### src/hdl/ftsr_pkg.sv
// Package for the flight-triggered sample recorder.
// Holds register indexes, opcodes, state codes and the structs shared between modules.
// No dependencies.
package ftsr_pkg;

    localparam int unsigned BUFFER_ENTRIES_DEF = 256;
    localparam int unsigned BYTES_PER_SAMPLE   = 4;

    localparam int unsigned CFG_IDX_W  = 3;
    localparam int unsigned CFG_DATA_W = 25;

    localparam logic [CFG_IDX_W-1:0] CFG_OVERSAMPLE_COUNT = 3'd0;
    localparam logic [CFG_IDX_W-1:0] CFG_SCALE_MULT       = 3'd1;
    localparam logic [CFG_IDX_W-1:0] CFG_SCALE_SHIFT      = 3'd2;
    localparam logic [CFG_IDX_W-1:0] CFG_FILE_SIZE_BYTES  = 3'd3;
    localparam logic [CFG_IDX_W-1:0] CFG_HEADER_BYTES     = 3'd4;

    localparam logic [15:0] RST_OVERSAMPLE_COUNT = 16'd500;
    localparam logic [15:0] RST_SCALE_MULT       = 16'd16384;
    localparam logic [4:0]  RST_SCALE_SHIFT      = 5'd16;
    localparam logic [24:0] RST_FILE_SIZE_BYTES  = 25'd1048576;
    localparam logic [7:0]  RST_HEADER_BYTES     = 8'd16;

    localparam logic [1:0] OP_RAW_SAMPLE = 2'd0;
    localparam logic [1:0] OP_FLIGHT     = 2'd1;
    localparam logic [1:0] OP_SAVE_DONE  = 2'd2;

    localparam logic [1:0] REC_READY      = 2'd0;
    localparam logic [1:0] REC_RECORDING  = 2'd1;
    localparam logic [1:0] REC_FINALIZING = 2'd2;
    localparam logic [1:0] REC_FINALIZED  = 2'd3;

    localparam logic [3:0] PH_STARTUP = 4'd0;
    localparam logic [3:0] PH_IDLE    = 4'd1;
    localparam logic [3:0] PH_PAD     = 4'd2;
    localparam logic [3:0] PH_BOOST   = 4'd3;
    localparam logic [3:0] PH_LANDED  = 4'd8;

    typedef struct packed {
        logic [15:0] oversample_count;
        logic [15:0] scale_mult;
        logic [4:0]  scale_shift;
        logic [24:0] file_size_bytes;
        logic [7:0]  header_bytes;
    } t_cfg;

    typedef struct packed {
        logic        sample_ready;
        logic [31:0] sum;
        logic [15:0] tick;
        logic        bank;
        logic [7:0]  slot;
        logic        save_request;
        logic        overrun;
        logic [1:0]  record_state;
        logic        finalize_request;
        logic [15:0] final_sample_count;
        logic        reset_request;
    } t_mid;

endpackage

### src/hdl/ftsr_in_if.sv
// Input channel of the recorder: valid/ready plus one input item.
// No dependencies.
interface ftsr_in_if;
    logic        valid;
    logic        ready;
    logic [1:0]  opcode;
    logic [11:0] adc_sample;
    logic [3:0]  flight_phase;
    logic [15:0] flight_tick;

    modport source (output valid, output opcode, output adc_sample, output flight_phase,
                    output flight_tick, input ready);
    modport sink (input valid, input opcode, input adc_sample, input flight_phase,
                  input flight_tick, output ready);
endinterface

### src/hdl/ftsr_out_if.sv
// Result channel of the recorder: valid/ready plus one result item.
// No dependencies.
interface ftsr_out_if;
    logic        valid;
    logic        ready;
    logic        sample_ready;
    logic [15:0] sample_value;
    logic [15:0] sample_tick;
    logic        sample_bank;
    logic [7:0]  sample_slot;
    logic        save_request;
    logic        overrun;
    logic [1:0]  record_state;
    logic        finalize_request;
    logic [15:0] final_sample_count;
    logic        reset_request;

    modport source (output valid, output sample_ready, output sample_value, output sample_tick,
                    output sample_bank, output sample_slot, output save_request,
                    output overrun, output record_state, output finalize_request,
                    output final_sample_count, output reset_request, input ready);
    modport sink (input valid, input sample_ready, input sample_value, input sample_tick,
                  input sample_bank, input sample_slot, input save_request,
                  input overrun, input record_state, input finalize_request,
                  input final_sample_count, input reset_request, output ready);
endinterface

### src/hdl/ftsr_cfg_if.sv
// Configuration write channel: valid/ready, register index and write data.
// No dependencies.
interface ftsr_cfg_if;
    logic        valid;
    logic        ready;
    logic [2:0]  index;
    logic [24:0] data;

    modport source (output valid, output index, output data, input ready);
    modport sink (input valid, input index, input data, output ready);
endinterface

### src/hdl/ftsr_cfg_regs.sv
// Configuration register file of the recorder.
// Depends on ftsr_pkg and ftsr_cfg_if.
module ftsr_cfg_regs (
    input  logic          i_clk,
    input  logic          i_rst_n,
    ftsr_cfg_if.sink      i_cfg,
    output ftsr_pkg::t_cfg o_cfg
);
    import ftsr_pkg::*;

    t_cfg r_cfg;

    assign i_cfg.ready = 1'b1;
    assign o_cfg       = r_cfg;

    always_ff @(posedge i_clk) begin
        if (!i_rst_n) begin
            r_cfg.oversample_count <= RST_OVERSAMPLE_COUNT;
            r_cfg.scale_mult       <= RST_SCALE_MULT;
            r_cfg.scale_shift      <= RST_SCALE_SHIFT;
            r_cfg.file_size_bytes  <= RST_FILE_SIZE_BYTES;
            r_cfg.header_bytes     <= RST_HEADER_BYTES;
        end else if (i_cfg.valid) begin
            case (i_cfg.index)
                CFG_OVERSAMPLE_COUNT: r_cfg.oversample_count <= i_cfg.data[15:0];
                CFG_SCALE_MULT:       r_cfg.scale_mult       <= i_cfg.data[15:0];
                CFG_SCALE_SHIFT:      r_cfg.scale_shift      <= i_cfg.data[4:0];
                CFG_FILE_SIZE_BYTES:  r_cfg.file_size_bytes  <= i_cfg.data[24:0];
                CFG_HEADER_BYTES:     r_cfg.header_bytes     <= i_cfg.data[7:0];
                default: begin
                end
            endcase
        end
    end

endmodule

### src/hdl/ftsr_state.sv
// Input register and state update of the recorder: oversampling, buffer slots,
// recording state machine and file offset. Depends on ftsr_pkg and ftsr_in_if.
module ftsr_state #(
    parameter int unsigned BUFFER_ENTRIES = ftsr_pkg::BUFFER_ENTRIES_DEF
) (
    input  logic           i_clk,
    input  logic           i_rst_n,
    ftsr_in_if.sink        i_in,
    input  ftsr_pkg::t_cfg i_cfg,
    input  logic           i_next_adv,
    output logic           o_mid_valid,
    output ftsr_pkg::t_mid o_mid
);
    import ftsr_pkg::*;

    localparam int unsigned SLOT_W = (BUFFER_ENTRIES > 1) ? $clog2(BUFFER_ENTRIES) : 1;
    localparam logic [SLOT_W-1:0] SLOT_LAST = SLOT_W'(BUFFER_ENTRIES - 1);
    localparam logic [25:0] BUF_BYTES = 26'(BUFFER_ENTRIES * BYTES_PER_SAMPLE);

    logic              r_in_valid;
    logic [1:0]        r_op;
    logic [11:0]       r_adc;
    logic [3:0]        r_fs;
    logic [15:0]       r_tick;

    logic [31:0]       r_sum, n_sum;
    logic [15:0]       r_cnt, n_cnt;
    logic [SLOT_W-1:0] r_slot, n_slot;
    logic              r_bank, n_bank;
    logic              r_save_pend, n_save_pend;
    logic [1:0]        r_rec, n_rec;
    logic [3:0]        r_last_fs, n_last_fs;
    logic [15:0]       r_latest_tick, n_latest_tick;
    logic [24:0]       r_offset, n_offset;
    logic              r_rst_pend, n_rst_pend;

    logic              r_mid_valid;
    t_mid              r_mid, n_mid;

    logic              adv_mid, adv_in, step;
    logic [15:0]       need;
    logic [31:0]       sum_add;
    logic [15:0]       cnt_inc;
    logic [25:0]       off_sum, new_off_sum;
    logic [24:0]       off_diff;
    logic [SLOT_W+7:0] slot_ext;

    assign adv_mid     = !r_mid_valid || i_next_adv;
    assign adv_in      = !r_in_valid || adv_mid;
    assign step        = r_in_valid && adv_mid;
    assign i_in.ready  = adv_in;
    assign o_mid_valid = r_mid_valid;
    assign o_mid       = r_mid;

    always_comb begin
        n_sum         = r_sum;
        n_cnt         = r_cnt;
        n_slot        = r_slot;
        n_bank        = r_bank;
        n_save_pend   = r_save_pend;
        n_rec         = r_rec;
        n_last_fs     = r_last_fs;
        n_latest_tick = r_latest_tick;
        n_offset      = r_offset;
        n_rst_pend    = r_rst_pend;
        n_mid         = '0;

        need        = (i_cfg.oversample_count == 16'd0) ? 16'd1 : i_cfg.oversample_count;
        sum_add     = r_sum + {20'd0, r_adc};
        cnt_inc     = r_cnt + 16'd1;
        slot_ext    = {8'd0, r_slot};
        off_sum     = {1'b0, r_offset} + BUF_BYTES;
        new_off_sum = '0;
        off_diff    = '0;

        case (r_op)
            OP_RAW_SAMPLE: begin
                n_sum = sum_add;
                n_cnt = cnt_inc;
                if (cnt_inc >= need) begin
                    n_mid.sample_ready = 1'b1;
                    n_mid.sum          = sum_add;
                    n_mid.tick         = r_latest_tick;
                    n_mid.bank         = r_bank;
                    n_mid.slot         = slot_ext[7:0];
                    n_sum              = '0;
                    n_cnt              = '0;
                    if (r_slot == SLOT_LAST) begin
                        n_slot = '0;
                        n_bank = ~r_bank;
                        if (r_rec == REC_RECORDING || r_rec == REC_FINALIZING) begin
                            n_mid.overrun      = r_save_pend;
                            n_mid.save_request = 1'b1;
                            n_save_pend        = 1'b1;
                        end
                    end else begin
                        n_slot = r_slot + SLOT_W'(1);
                    end
                end
            end
            OP_FLIGHT: begin
                n_latest_tick = r_tick;
                n_last_fs     = r_fs;
                if (r_fs != r_last_fs) begin
                    if (r_fs == PH_STARTUP) begin
                        n_rst_pend = 1'b1;
                    end else if (r_fs == PH_IDLE || r_fs == PH_PAD) begin
                        n_rec = REC_READY;
                    end else if (r_fs == PH_BOOST) begin
                        if (r_last_fs == PH_PAD && r_rec == REC_READY) begin
                            n_rec = REC_RECORDING;
                        end
                    end else if (r_fs <= PH_LANDED) begin
                        if (r_rec == REC_RECORDING) begin
                            n_rec = REC_FINALIZING;
                        end
                    end
                end
            end
            OP_SAVE_DONE: begin
                if (r_save_pend) begin
                    n_save_pend = 1'b0;
                    if (off_sum <= {1'b0, i_cfg.file_size_bytes}) begin
                        n_offset = off_sum[24:0];
                    end
                    new_off_sum = {1'b0, n_offset} + BUF_BYTES;
                    off_diff    = n_offset - {17'd0, i_cfg.header_bytes};
                    if (r_rec == REC_FINALIZING) begin
                        n_mid.finalize_request = 1'b1;
                        if (n_offset >= {17'd0, i_cfg.header_bytes}) begin
                            n_mid.final_sample_count = off_diff[17:2];
                        end
                        n_rec = REC_FINALIZED;
                    end else if (r_rec == REC_RECORDING &&
                                 new_off_sum >= {1'b0, i_cfg.file_size_bytes}) begin
                        n_rec = REC_FINALIZING;
                    end
                end
            end
            default: begin
            end
        endcase

        n_mid.record_state  = n_rec;
        n_mid.reset_request = n_rst_pend && n_rec != REC_RECORDING &&
                              n_rec != REC_FINALIZING;
    end

    always_ff @(posedge i_clk) begin
        if (!i_rst_n) begin
            r_in_valid    <= 1'b0;
            r_mid_valid   <= 1'b0;
            r_sum         <= '0;
            r_cnt         <= '0;
            r_slot        <= '0;
            r_bank        <= 1'b0;
            r_save_pend   <= 1'b0;
            r_rec         <= REC_READY;
            r_last_fs     <= PH_STARTUP;
            r_latest_tick <= '0;
            r_offset      <= '0;
            r_rst_pend    <= 1'b0;
        end else begin
            if (adv_in) begin
                r_in_valid <= i_in.valid;
            end
            if (adv_mid) begin
                r_mid_valid <= r_in_valid;
            end
            if (step) begin
                r_sum         <= n_sum;
                r_cnt         <= n_cnt;
                r_slot        <= n_slot;
                r_bank        <= n_bank;
                r_save_pend   <= n_save_pend;
                r_rec         <= n_rec;
                r_last_fs     <= n_last_fs;
                r_latest_tick <= n_latest_tick;
                r_offset      <= n_offset;
                r_rst_pend    <= n_rst_pend;
            end
        end
    end

    always_ff @(posedge i_clk) begin
        if (adv_in && i_in.valid) begin
            r_op   <= i_in.opcode;
            r_adc  <= i_in.adc_sample;
            r_fs   <= i_in.flight_phase;
            r_tick <= i_in.flight_tick;
        end
        if (adv_mid) begin
            r_mid <= n_mid;
        end
    end

endmodule

### src/hdl/ftsr_scale.sv
// Scaling stage and result register: multiply the oversampled sum, shift,
// saturate to 16 bits and hold the result beat. Depends on ftsr_pkg and ftsr_out_if.
module ftsr_scale (
    input  logic           i_clk,
    input  logic           i_rst_n,
    input  logic           i_mid_valid,
    input  ftsr_pkg::t_mid i_mid,
    input  ftsr_pkg::t_cfg i_cfg,
    output logic           o_adv,
    ftsr_out_if.source     o_out
);
    import ftsr_pkg::*;

    logic        r_out_valid;
    t_mid        r_res;
    logic [15:0] r_value;

    logic        adv_out;
    logic [47:0] product;
    logic [47:0] shifted;
    logic [15:0] n_value;

    assign adv_out = !r_out_valid || o_out.ready;
    assign o_adv   = adv_out;

    always_comb begin
        product = {16'd0, i_mid.sum} * {32'd0, i_cfg.scale_mult};
        shifted = product >> i_cfg.scale_shift;
        n_value = (|shifted[47:16]) ? 16'hFFFF : shifted[15:0];
    end

    always_ff @(posedge i_clk) begin
        if (!i_rst_n) begin
            r_out_valid <= 1'b0;
        end else if (adv_out) begin
            r_out_valid <= i_mid_valid;
        end
    end

    always_ff @(posedge i_clk) begin
        if (adv_out) begin
            r_res   <= i_mid;
            r_value <= n_value;
        end
    end

    assign o_out.valid              = r_out_valid;
    assign o_out.sample_ready       = r_res.sample_ready;
    assign o_out.sample_value       = r_value;
    assign o_out.sample_tick        = r_res.tick;
    assign o_out.sample_bank        = r_res.bank;
    assign o_out.sample_slot        = r_res.slot;
    assign o_out.save_request       = r_res.save_request;
    assign o_out.overrun            = r_res.overrun;
    assign o_out.record_state       = r_res.record_state;
    assign o_out.finalize_request   = r_res.finalize_request;
    assign o_out.final_sample_count = r_res.final_sample_count;
    assign o_out.reset_request      = r_res.reset_request;

endmodule

### src/hdl/flight_triggered_sample_recorder_top.sv
// Top level of the flight-triggered sample recorder.
// Depends on ftsr_pkg, the channel interfaces, ftsr_cfg_regs, ftsr_state and ftsr_scale.
//
// One result beat per input beat, one input beat per cycle sustained while result beats
// are taken. An item passes an input register, the state-update stage (oversampling
// sum, buffer slot and bank, recording state, file offset) and the scale stage (32x16
// multiply, shift, saturate) into the result register, from which its result beat is
// presented. Each stage advances when the next one is empty or moving, so up to two
// further input beats are taken while a finished result waits at the output.
// Configuration writes are taken in every cycle and must only be issued while no item
// is in flight.
module flight_triggered_sample_recorder_top #(
    parameter int unsigned BUFFER_ENTRIES = ftsr_pkg::BUFFER_ENTRIES_DEF
) (
    input  logic       i_clk,
    input  logic       i_rst_n,
    ftsr_in_if.sink    i_in,
    ftsr_cfg_if.sink   i_cfg,
    ftsr_out_if.source o_out
);
    import ftsr_pkg::*;

    t_cfg cfg;
    t_mid mid;
    logic mid_valid;
    logic scale_adv;

    ftsr_cfg_regs u_cfg_regs (
        .i_clk   (i_clk),
        .i_rst_n (i_rst_n),
        .i_cfg   (i_cfg),
        .o_cfg   (cfg)
    );

    ftsr_state #(
        .BUFFER_ENTRIES (BUFFER_ENTRIES)
    ) u_state (
        .i_clk       (i_clk),
        .i_rst_n     (i_rst_n),
        .i_in        (i_in),
        .i_cfg       (cfg),
        .i_next_adv  (scale_adv),
        .o_mid_valid (mid_valid),
        .o_mid       (mid)
    );

    ftsr_scale u_scale (
        .i_clk       (i_clk),
        .i_rst_n     (i_rst_n),
        .i_mid_valid (mid_valid),
        .i_mid       (mid),
        .i_cfg       (cfg),
        .o_adv       (scale_adv),
        .o_out       (o_out)
    );

endmodule

### src/flat_wrapper.sv
// flat-port wrapper written by rule: the top's interface ports become plain ports
module flight_triggered_sample_recorder_top_flat import ftsr_pkg::*;
#(
    parameter int unsigned BUFFER_ENTRIES = ftsr_pkg::BUFFER_ENTRIES_DEF
)
  (i_clk, i_rst_n, i_in_valid, i_in_opcode, i_in_adc_sample, i_in_flight_phase, i_in_flight_tick, i_in_ready, i_cfg_valid, i_cfg_index, i_cfg_data, i_cfg_ready, o_out_valid, o_out_sample_ready, o_out_sample_value, o_out_sample_tick, o_out_sample_bank, o_out_sample_slot, o_out_save_request, o_out_overrun, o_out_record_state, o_out_finalize_request, o_out_final_sample_count, o_out_reset_request, o_out_ready);
  ftsr_in_if i_in_i ();
  ftsr_cfg_if i_cfg_i ();
  ftsr_out_if o_out_i ();
  input  logic i_clk;
  input  logic i_rst_n;
  input wire logic [$bits(i_in_i.valid)-1:0] i_in_valid;
  input wire logic [$bits(i_in_i.opcode)-1:0] i_in_opcode;
  input wire logic [$bits(i_in_i.adc_sample)-1:0] i_in_adc_sample;
  input wire logic [$bits(i_in_i.flight_phase)-1:0] i_in_flight_phase;
  input wire logic [$bits(i_in_i.flight_tick)-1:0] i_in_flight_tick;
  output wire logic [$bits(i_in_i.ready)-1:0] i_in_ready;
  input wire logic [$bits(i_cfg_i.valid)-1:0] i_cfg_valid;
  input wire logic [$bits(i_cfg_i.index)-1:0] i_cfg_index;
  input wire logic [$bits(i_cfg_i.data)-1:0] i_cfg_data;
  output wire logic [$bits(i_cfg_i.ready)-1:0] i_cfg_ready;
  output wire logic [$bits(o_out_i.valid)-1:0] o_out_valid;
  output wire logic [$bits(o_out_i.sample_ready)-1:0] o_out_sample_ready;
  output wire logic [$bits(o_out_i.sample_value)-1:0] o_out_sample_value;
  output wire logic [$bits(o_out_i.sample_tick)-1:0] o_out_sample_tick;
  output wire logic [$bits(o_out_i.sample_bank)-1:0] o_out_sample_bank;
  output wire logic [$bits(o_out_i.sample_slot)-1:0] o_out_sample_slot;
  output wire logic [$bits(o_out_i.save_request)-1:0] o_out_save_request;
  output wire logic [$bits(o_out_i.overrun)-1:0] o_out_overrun;
  output wire logic [$bits(o_out_i.record_state)-1:0] o_out_record_state;
  output wire logic [$bits(o_out_i.finalize_request)-1:0] o_out_finalize_request;
  output wire logic [$bits(o_out_i.final_sample_count)-1:0] o_out_final_sample_count;
  output wire logic [$bits(o_out_i.reset_request)-1:0] o_out_reset_request;
  input wire logic [$bits(o_out_i.ready)-1:0] o_out_ready;
  assign i_in_i.valid = i_in_valid;
  assign i_in_i.opcode = i_in_opcode;
  assign i_in_i.adc_sample = i_in_adc_sample;
  assign i_in_i.flight_phase = i_in_flight_phase;
  assign i_in_i.flight_tick = i_in_flight_tick;
  assign i_in_ready = i_in_i.ready;
  assign i_cfg_i.valid = i_cfg_valid;
  assign i_cfg_i.index = i_cfg_index;
  assign i_cfg_i.data = i_cfg_data;
  assign i_cfg_ready = i_cfg_i.ready;
  assign o_out_valid = o_out_i.valid;
  assign o_out_sample_ready = o_out_i.sample_ready;
  assign o_out_sample_value = o_out_i.sample_value;
  assign o_out_sample_tick = o_out_i.sample_tick;
  assign o_out_sample_bank = o_out_i.sample_bank;
  assign o_out_sample_slot = o_out_i.sample_slot;
  assign o_out_save_request = o_out_i.save_request;
  assign o_out_overrun = o_out_i.overrun;
  assign o_out_record_state = o_out_i.record_state;
  assign o_out_finalize_request = o_out_i.finalize_request;
  assign o_out_final_sample_count = o_out_i.final_sample_count;
  assign o_out_reset_request = o_out_i.reset_request;
  assign o_out_i.ready = o_out_ready;
  flight_triggered_sample_recorder_top #(.BUFFER_ENTRIES(BUFFER_ENTRIES)) u_core (.i_clk(i_clk), .i_rst_n(i_rst_n), .i_in(i_in_i), .i_cfg(i_cfg_i), .o_out(o_out_i));
endmodule
### config.mk
export PLATFORM = sky130hd
export DESIGN_NAME = flight_triggered_sample_recorder_top_flat
export DESIGN_NICKNAME = d
export VERILOG_FILES = /design/src/hdl/ftsr_pkg.sv /design/src/hdl/ftsr_in_if.sv /design/src/hdl/ftsr_out_if.sv /design/src/hdl/ftsr_cfg_if.sv /design/src/hdl/ftsr_cfg_regs.sv /design/src/hdl/ftsr_state.sv /design/src/hdl/ftsr_scale.sv /design/src/hdl/flight_triggered_sample_recorder_top.sv /design/src/flat_wrapper.sv
export SDC_FILE = /design/constraint.sdc
export NUM_CORES = 2
export LEC_CHECK = 0
export ABC_CLOCK_PERIOD_IN_PS = 13200
export BUFFER_PORTS_ARGS = -buffer_cell sky130_fd_sc_hd__buf_2
export CAP_MARGIN = 10
export CELL_PAD_IN_SITES_DETAIL_PLACEMENT = 1
export CELL_PAD_IN_SITES_GLOBAL_PLACEMENT = 2
export CORE_MARGIN = 2
export CORE_UTILIZATION = 44
export DETAILED_ROUTE_END_ITERATION = 16
export PLACE_DENSITY = 0.95
export SKIP_LAST_GASP = 1
export SYNTH_ARGS = -nofsm -noshare
export SYNTH_HDL_FRONTEND = slang
export SYNTH_SLANG_ARGS = --single-unit
### constraint.sdc
create_clock -name i_clk -period 13.2 [get_ports i_clk]
set_clock_uncertainty 0.05 [all_clocks]
set_input_delay 2.64 -clock i_clk [delete_from_list [all_inputs] [get_ports i_clk]]
set_output_delay 2.64 -clock i_clk [all_outputs]
set_load 0.03 [all_outputs]
Word level (Yosys, flattened, before mapping)

Index checks and enable logic that the tools add are counted.

Word-level logic and storage cells: 144
Memories kept: 0
Bits in latches: 0
ROM bits: 0
Output and inout bits: 67
Bits in writable memories: 0
Flip-flop bits (word level): 357

Equality and inequality tests: 19
Bitwise gates (word level): 1
Shift operators: 1
Divide/modulo/power cells: 0
$mul: 1
Add/subtract/negate cells: 6
Mux-type cells: 30
Magnitude comparators: 5
Reduce and logical (&&, ||, !) cells: 37

Operators by type and width:

| operator                                                              | count |
|---|---|
| 25-bit two-way mux                                                    | 3 |
| 60-bit two-way mux                                                    | 1 |
| 25-bit by 11-bit adder with 26-bit output, second input constant      | 2 |
| 32-bit by 16-bit multiplier with 48-bit output                        | 1 |
| 16-bit two-way mux                                                    | 3 |
| 48-bit by 5-bit right shift with 48-bit output                        | 1 |
| 32-bit by 12-bit adder with 32-bit output                             | 1 |
| 32-bit two-way mux                                                    | 1 |
| 32-bit OR reduction                                                   | 1 |
| 26-bit by 25-bit >= comparator with 1-bit output                      | 1 |
| 26-bit by 25-bit <= comparator with 1-bit output                      | 1 |
| 25-bit by 8-bit >= comparator with 1-bit output                       | 1 |
| 2-bit two-way mux                                                     | 12 |
| 2-bit AND reduction                                                   | 9 |
| 18-bit by 8-bit subtractor with 18-bit output                         | 1 |
| 17-bit two-way mux                                                    | 1 |
| 16-bit by 1-bit adder with 16-bit output, second input constant       | 1 |
| 16-bit >= comparator                                                  | 1 |
| 16-bit logical NOT                                                    | 1 |
| 4-bit by 2-bit equality test with 1-bit output, second input constant | 3 |
| 4-bit AND reduction                                                   | 3 |
| 3-bit AND reduction                                                   | 3 |
| 8-bit by 1-bit adder with 8-bit output, second input constant         | 1 |
| 8-bit equality test, second input constant                            | 1 |
| 23 further kinds                                                      | 46 |

Logic depth before layout (Yosys ltp)

Depth after elaboration: 15
Mapped depth: 36

Hierarchy

Synthesis repeated with hierarchy kept, for this count alone.

Cells, all modules: 3939
Area, all modules: 36172.2 µm²

Modules (own cells, without submodules):

| module        | area each (µm²) | cells an instance | times used |
|---|---|---|---|
| ftsr_scale    | 21338.0         | 2373              | 1 |
| ftsr_state    | 12081.6         | 1297              | 1 |
| ftsr_cfg_regs | 2752.6          | 269               | 1 |

Worst setup path before layout

Ideal clock, no wire load.

Kind: register -> register
Start point: register u_core.u_state.r_mid, in the netlist u_core.u_state.o_mid[58]
End point: register u_core.u_scale.r_value[13], in the netlist u_core.u_scale.o_out.sample_value[13], data pin
Period minus slack after synthesis: 7912 ps
Library setup time: 263 ps
Path slack: 5288 ps
Data arrival time: 7599 ps
Stages on the path, launching flop included: 27
Path buffers: 4
Cells stage by stage: edfxtp_1 -> clkbuf_1 -> clkbuf_1 -> nand2_1 -> fa_1 -> fa_1 -> fa_1 -> fa_1 -> fa_1 -> fa_1 -> inv_1 -> ha_1 -> buf_4 -> a211oi_1 -> o21ai_0 -> a221oi_1 -> o21ai_2 -> a21oi_1 -> mux2_2 -> or3_1 -> o31a_1 -> a211oi_1 -> a21oi_1 -> or4_4 -> o31ai_4 -> buf_6 -> nand3b_2

Word-level cells in the longest chain between the ends: 3

RTL lines:

| element                                          | line              | source |
|---|---|---|
| start: declaration                               | ftsr_state.sv:38  | `t_mid r_mid, n_mid;` |
| start signal: assignment                         | ftsr_state.sv:193 | `r_mid <= n_mid;` |
| 32-bit by 16-bit multiplier with 48-bit output * | ftsr_scale.sv:27  | `product = {16'd0, i_mid.sum} * {32'd0, i_cfg.scale_mult};` |
| 48-bit by 5-bit right shift with 48-bit output * | ftsr_scale.sv:28  | `shifted = product >> i_cfg.scale_shift;` |
| 32-bit OR reduction                              | ftsr_scale.sv:29  | `n_value = (\|shifted[47:16]) ? 16'hFFFF : shifted[15:0];` |
| end signal: assignment                           | ftsr_scale.sv:43  | `r_value <= n_value;` |
| end: declaration                                 | ftsr_scale.sv:16  | `logic [15:0] r_value;` |

Mark *: on every way between the ends. The rest lies on a longest branch, timed or not.
A chain may end at the register's enable or synchronous reset.

Worst setup path after layout

Start point: register u_core.u_state.r_mid, in the netlist u_core.u_state.o_mid[49]
End point: register u_core.u_scale.r_value[0], in the netlist u_core.u_scale.o_out.sample_value[0], data pin

The elaborated chain is that of the path after synthesis.

==> out/metrics.yaml <==
finish:
  layout.nets: 4584
  multi_input_area_sq_um: 24200
  areaGrowthSynthToFinish_pct: 7.42
  antenna_cells: 0
  seq_area_sq_um: 8730
  drive_gt1_frac: 0.0765
  fin_util: 0.475
  nFillCells: 9366
timing:
  finalMaxSlewViolations: 0
  whs_ns: 0.370
  tightest_slew_ns: 1.12
  clock.fmax_mhz: 104
  fin_crit_sh: 0.727
  timing.slew.headroom: 0.253
  layout_setup_ws_ns: 3.61
  rsz0062_at_grt: "no"
  fin_setup_tns_ns: 0
  finalHoldViolations: 0
  final.min_clock_period_ns: 9.59
  setup_viol: 0
placement:
  port_buffers: 132
  place_ws_ns: 3.82
  gp_congestion: 0.911
  dpl.hpwl_microns: 81500
synth:
  dominantRegCellSynth: "edfxtp_1"
  synth_edf_count: 178
  synth_top_area_cell: "fa_1"
  ys_warn_count: 0
  synthTopCellsByCount: "nand2_1 (634), fa_1 (419), inv_1 (410)"
  synth_nets: 4603
  synthTopCellsByArea: "fa_1 (24%), edfxtp_1 (15%), dfxtp_1 (9.5%), ha_1 (6.8%), nand2_1 (6.7%)"
  synth_most_common_cell: "nand2_1"
  synthDistinctLibCells: 102
  ys_ff_latch: 347
  postSynth.asyncResetShare: 0
  synth_top_area_frac: 0.237
  syn-cell-area_sq_um: 35500
  netlist_instances: 3925
  seq_area_frac_synth: 0.246
  synth.avg_cell_area_sq_um: 9.03
worst_hold_path:
  hold_class: "register to register"
cts:
  cts-root-buf: "clkbuf_16"
  ctsHoldBuffers: 0
  cts_num_sinks: 347
  cts_buffers: 39
  cts-htree-levels: 2
  cts_tree: "yes"
  cts_setup_buffers: 0
  clk_path_buf_depth: 3
  cts.reportedPaths.clkPinSlew_ns: 0.06
  insertion_delay_ns: 0.56
  cts_resized: 0
floorplan:
  die_w_microns: 288
  num_rows: 104
  ios: 134
  die_h_microns: 288
  initial_core_util: 0.442
  die_area_sq_um: 82900
  coreArea_sq_um: 80200
critical_path:
  worst-path-buf-inv: 1
  path_max_fanout: 16
  critPathKind: "register to register"
  cpLargestDelayFamily: "adder cells"
  cpMostUsedCell: "fa_1"
  required_ns: 13.41
  slowest_stage: "edfxtp_1"
  cp-start-kind: "register"
  critical_path.cell_chain: "nand2_1, fa_1, fa_1, fa_1, fa_1, fa_1, fa_1, inv_1, ha_1, o21a_1, o2bb2ai_1, or3_1, a21oi_1, o21a_1, mux2_2, nand3_1, a221oi_1, or4_1, a2111oi_1, o2111ai_2, a211oi_1, nand2_1"
  end_kind: "register"
  cpPeakStageDelay_ns: 1.01
  arrival_ns: 9.80
drt:
  wl_met3_microns: 5720
  drtIter0Drc: 1698
  routed_wl_microns: 108000
  firstDrtPassIters: 5
  top_layer_used: "met5"
  drc: 0
  vias: 28700
  ant_nets: 0
  drt-vias-per-instance: 5.75
  wl_met2_microns: 54800
  wl_per_cell_microns: 21.7
  met1Wirelength_microns: 44700
global_route:
  grt_pass1_vias: 31400
  antenna_found_initial: 5
  overflow: 0
  grt_max_degree: 70
  grt_pass1_wl_microns: 173000
  grt_use_total: 0.264
job:
  drv_cap: 0
pwr:
  irDropWorstVdd_v: 0.0000935
  switching_share: 0.254
  power.switching_uw: 642
  powerDensity_nw_per_um2: 66.4
  p_clk_frac: 0.439
  p_int_uw: 1890
  power.leakage_uw: 0.0149
  pwr-share-seq: 0.470
  p_comb_frac: 0.091
outcome:
  status: "completed"
power by group through the flow:
stage | Sequential (uW) | Combinational (uW) | Clock [uW]
after floorplan | 1240 | 119 | 0
after global placement | 1210 | 224 | 0
after detailed placement | 1210 | 230 | 0
after CTS | 1190 | 232 | 1130
after global routing | 1190 | 251 | 1170
final | 1190 | 231 | 1110
path summary, 6_finish.rpt:
path | cells past startpoint | startpoint | end | slack, ns
setup / recovery | 22 | u_core.u_state.o_mid[49]$_SDFFCE_PN0P_ | u_core.u_scale.o_out.sample_value[0]$_SDFFCE_PP1P_ | 3.61
hold reg to reg | 0 | u_core.u_state.o_mid[8]$_SDFFCE_PN0P_ | u_core.u_scale.o_out.final_sample_count[7]$_DFFE_PP_ | 0.37
hold / removal | 0 | u_core.u_state.o_mid[8]$_SDFFCE_PN0P_ | u_core.u_scale.o_out.final_sample_count[7]$_DFFE_PP_ | 0.37
setup reg to reg | 22 | u_core.u_state.o_mid[49]$_SDFFCE_PN0P_ | u_core.u_scale.o_out.sample_value[0]$_SDFFCE_PP1P_ | 3.61
logic make-up (layout without fill, tap and decap cells):
| kind of cell | after synthesis | after routing | share of synthesized area |
|---|---|---|---|
| compound gates | 645 | 645 | 0.118 |
| buf+inv | 643 | 651 | 0.0707 |
| xor+xnor | 147 | 147 | 0.0371 |
| other cells | 1 | 1 | 0.000106 |
| mux | 81 | 81 | 0.0275 |
| fa+ha+maj | 611 | 611 | 0.304 |
| flops | 347 | 347 | 0.246 |
| simple gates | 1450 | 1450 | 0.196 |
layer usage:
metal | vias up | global-route usage
met1 | 14700 | 0.333
met5 | - | 0
li1 | 13000 | -
met2 | 823 | 0.472
met4 | 10 | 0.0750
met3 | 212 | 0.0365
layout by cell type (no fill, tap or decap), types with 17 or more instances in the layout:
cell type	count
a211oi_1	45
a21o_1	27
a21oi_1	239
a31oi_1	19
and2_1	276
and3_1	36
buf_2	132
buf_4	38
clkbuf_16	39
dfxtp_1	167
edfxtp_1	178
fa_1	419
ha_1	192
inv_1	408
mux2i_1	58
nand2_1	633
nand3_1	64
nand3b_1	20
nand4_1	39
nor2_1	209
nor2b_1	17
nor3_1	49
o211ai_1	31
o21ai_0	113
or3_1	31
xnor2_1	76
xor2_1	69
final cells by class:
class	instances	share of cell area
clock buffer	43	0.0263
multi-input combinational	2935	0.637
tap	1060	0.0348
sequential	347	0.229
inverter	413	0.0408
clock inverter	25	0.00723
timing repair buffer	170	0.0248
registers in the layout (all words and copies together), names as in the netlist, 2 cells and up:
register                                 count
u_core.u_state.o_mid                        80
u_core.u_cfg_regs.o_cfg                     70
u_core.u_state.r_sum                        32
u_core.u_scale.o_out.final_sample_count     16
u_core.u_scale.o_out.sample_tick            16
u_core.u_scale.o_out.sample_value           16
u_core.u_state.r_cnt                        16
u_core.u_state.r_latest_tick                16
u_core.u_state.r_tick                       16
u_core.u_state.r_offset                     15
u_core.u_state.r_adc                        12
u_core.u_scale.o_out.sample_slot             8
u_core.u_state.r_slot                        8
u_core.u_state.r_fs                          4
u_core.u_state.r_last_fs                     4
u_core.u_scale.o_out.record_state            2
u_core.u_state.r_op                          2
u_core.u_state.r_rec                         2
worst register-to-register path, cell delays in order, from the launching register on:
cell,delay [ns]
edfxtp_1,1.01
nand2_1,0.22
fa_1,0.55
fa_1,0.51
fa_1,0.52
fa_1,0.54
fa_1,0.55
fa_1,0.62
inv_1,0.06
ha_1,0.47
o21a_1,0.19
o2bb2ai_1,0.13
or3_1,0.38
a21oi_1,0.41
o21a_1,0.25
mux2_2,0.38
nand3_1,0.19
a221oi_1,0.25
or4_1,0.54
a2111oi_1,0.47
o2111ai_2,0.48
a211oi_1,0.44
nand2_1,0.10
metrics by stage:
step	instances	instance area, sq um	total power, uW
finish	4993	38100	2530
global route	4993	38100	2610
CTS	4993	38100	2550
detailed placement	4925	36800	1440
global placement	4925	36800	1440
floorplan	3925	35500	1360
Note: power is estimated with default switching activity, not from simulation.
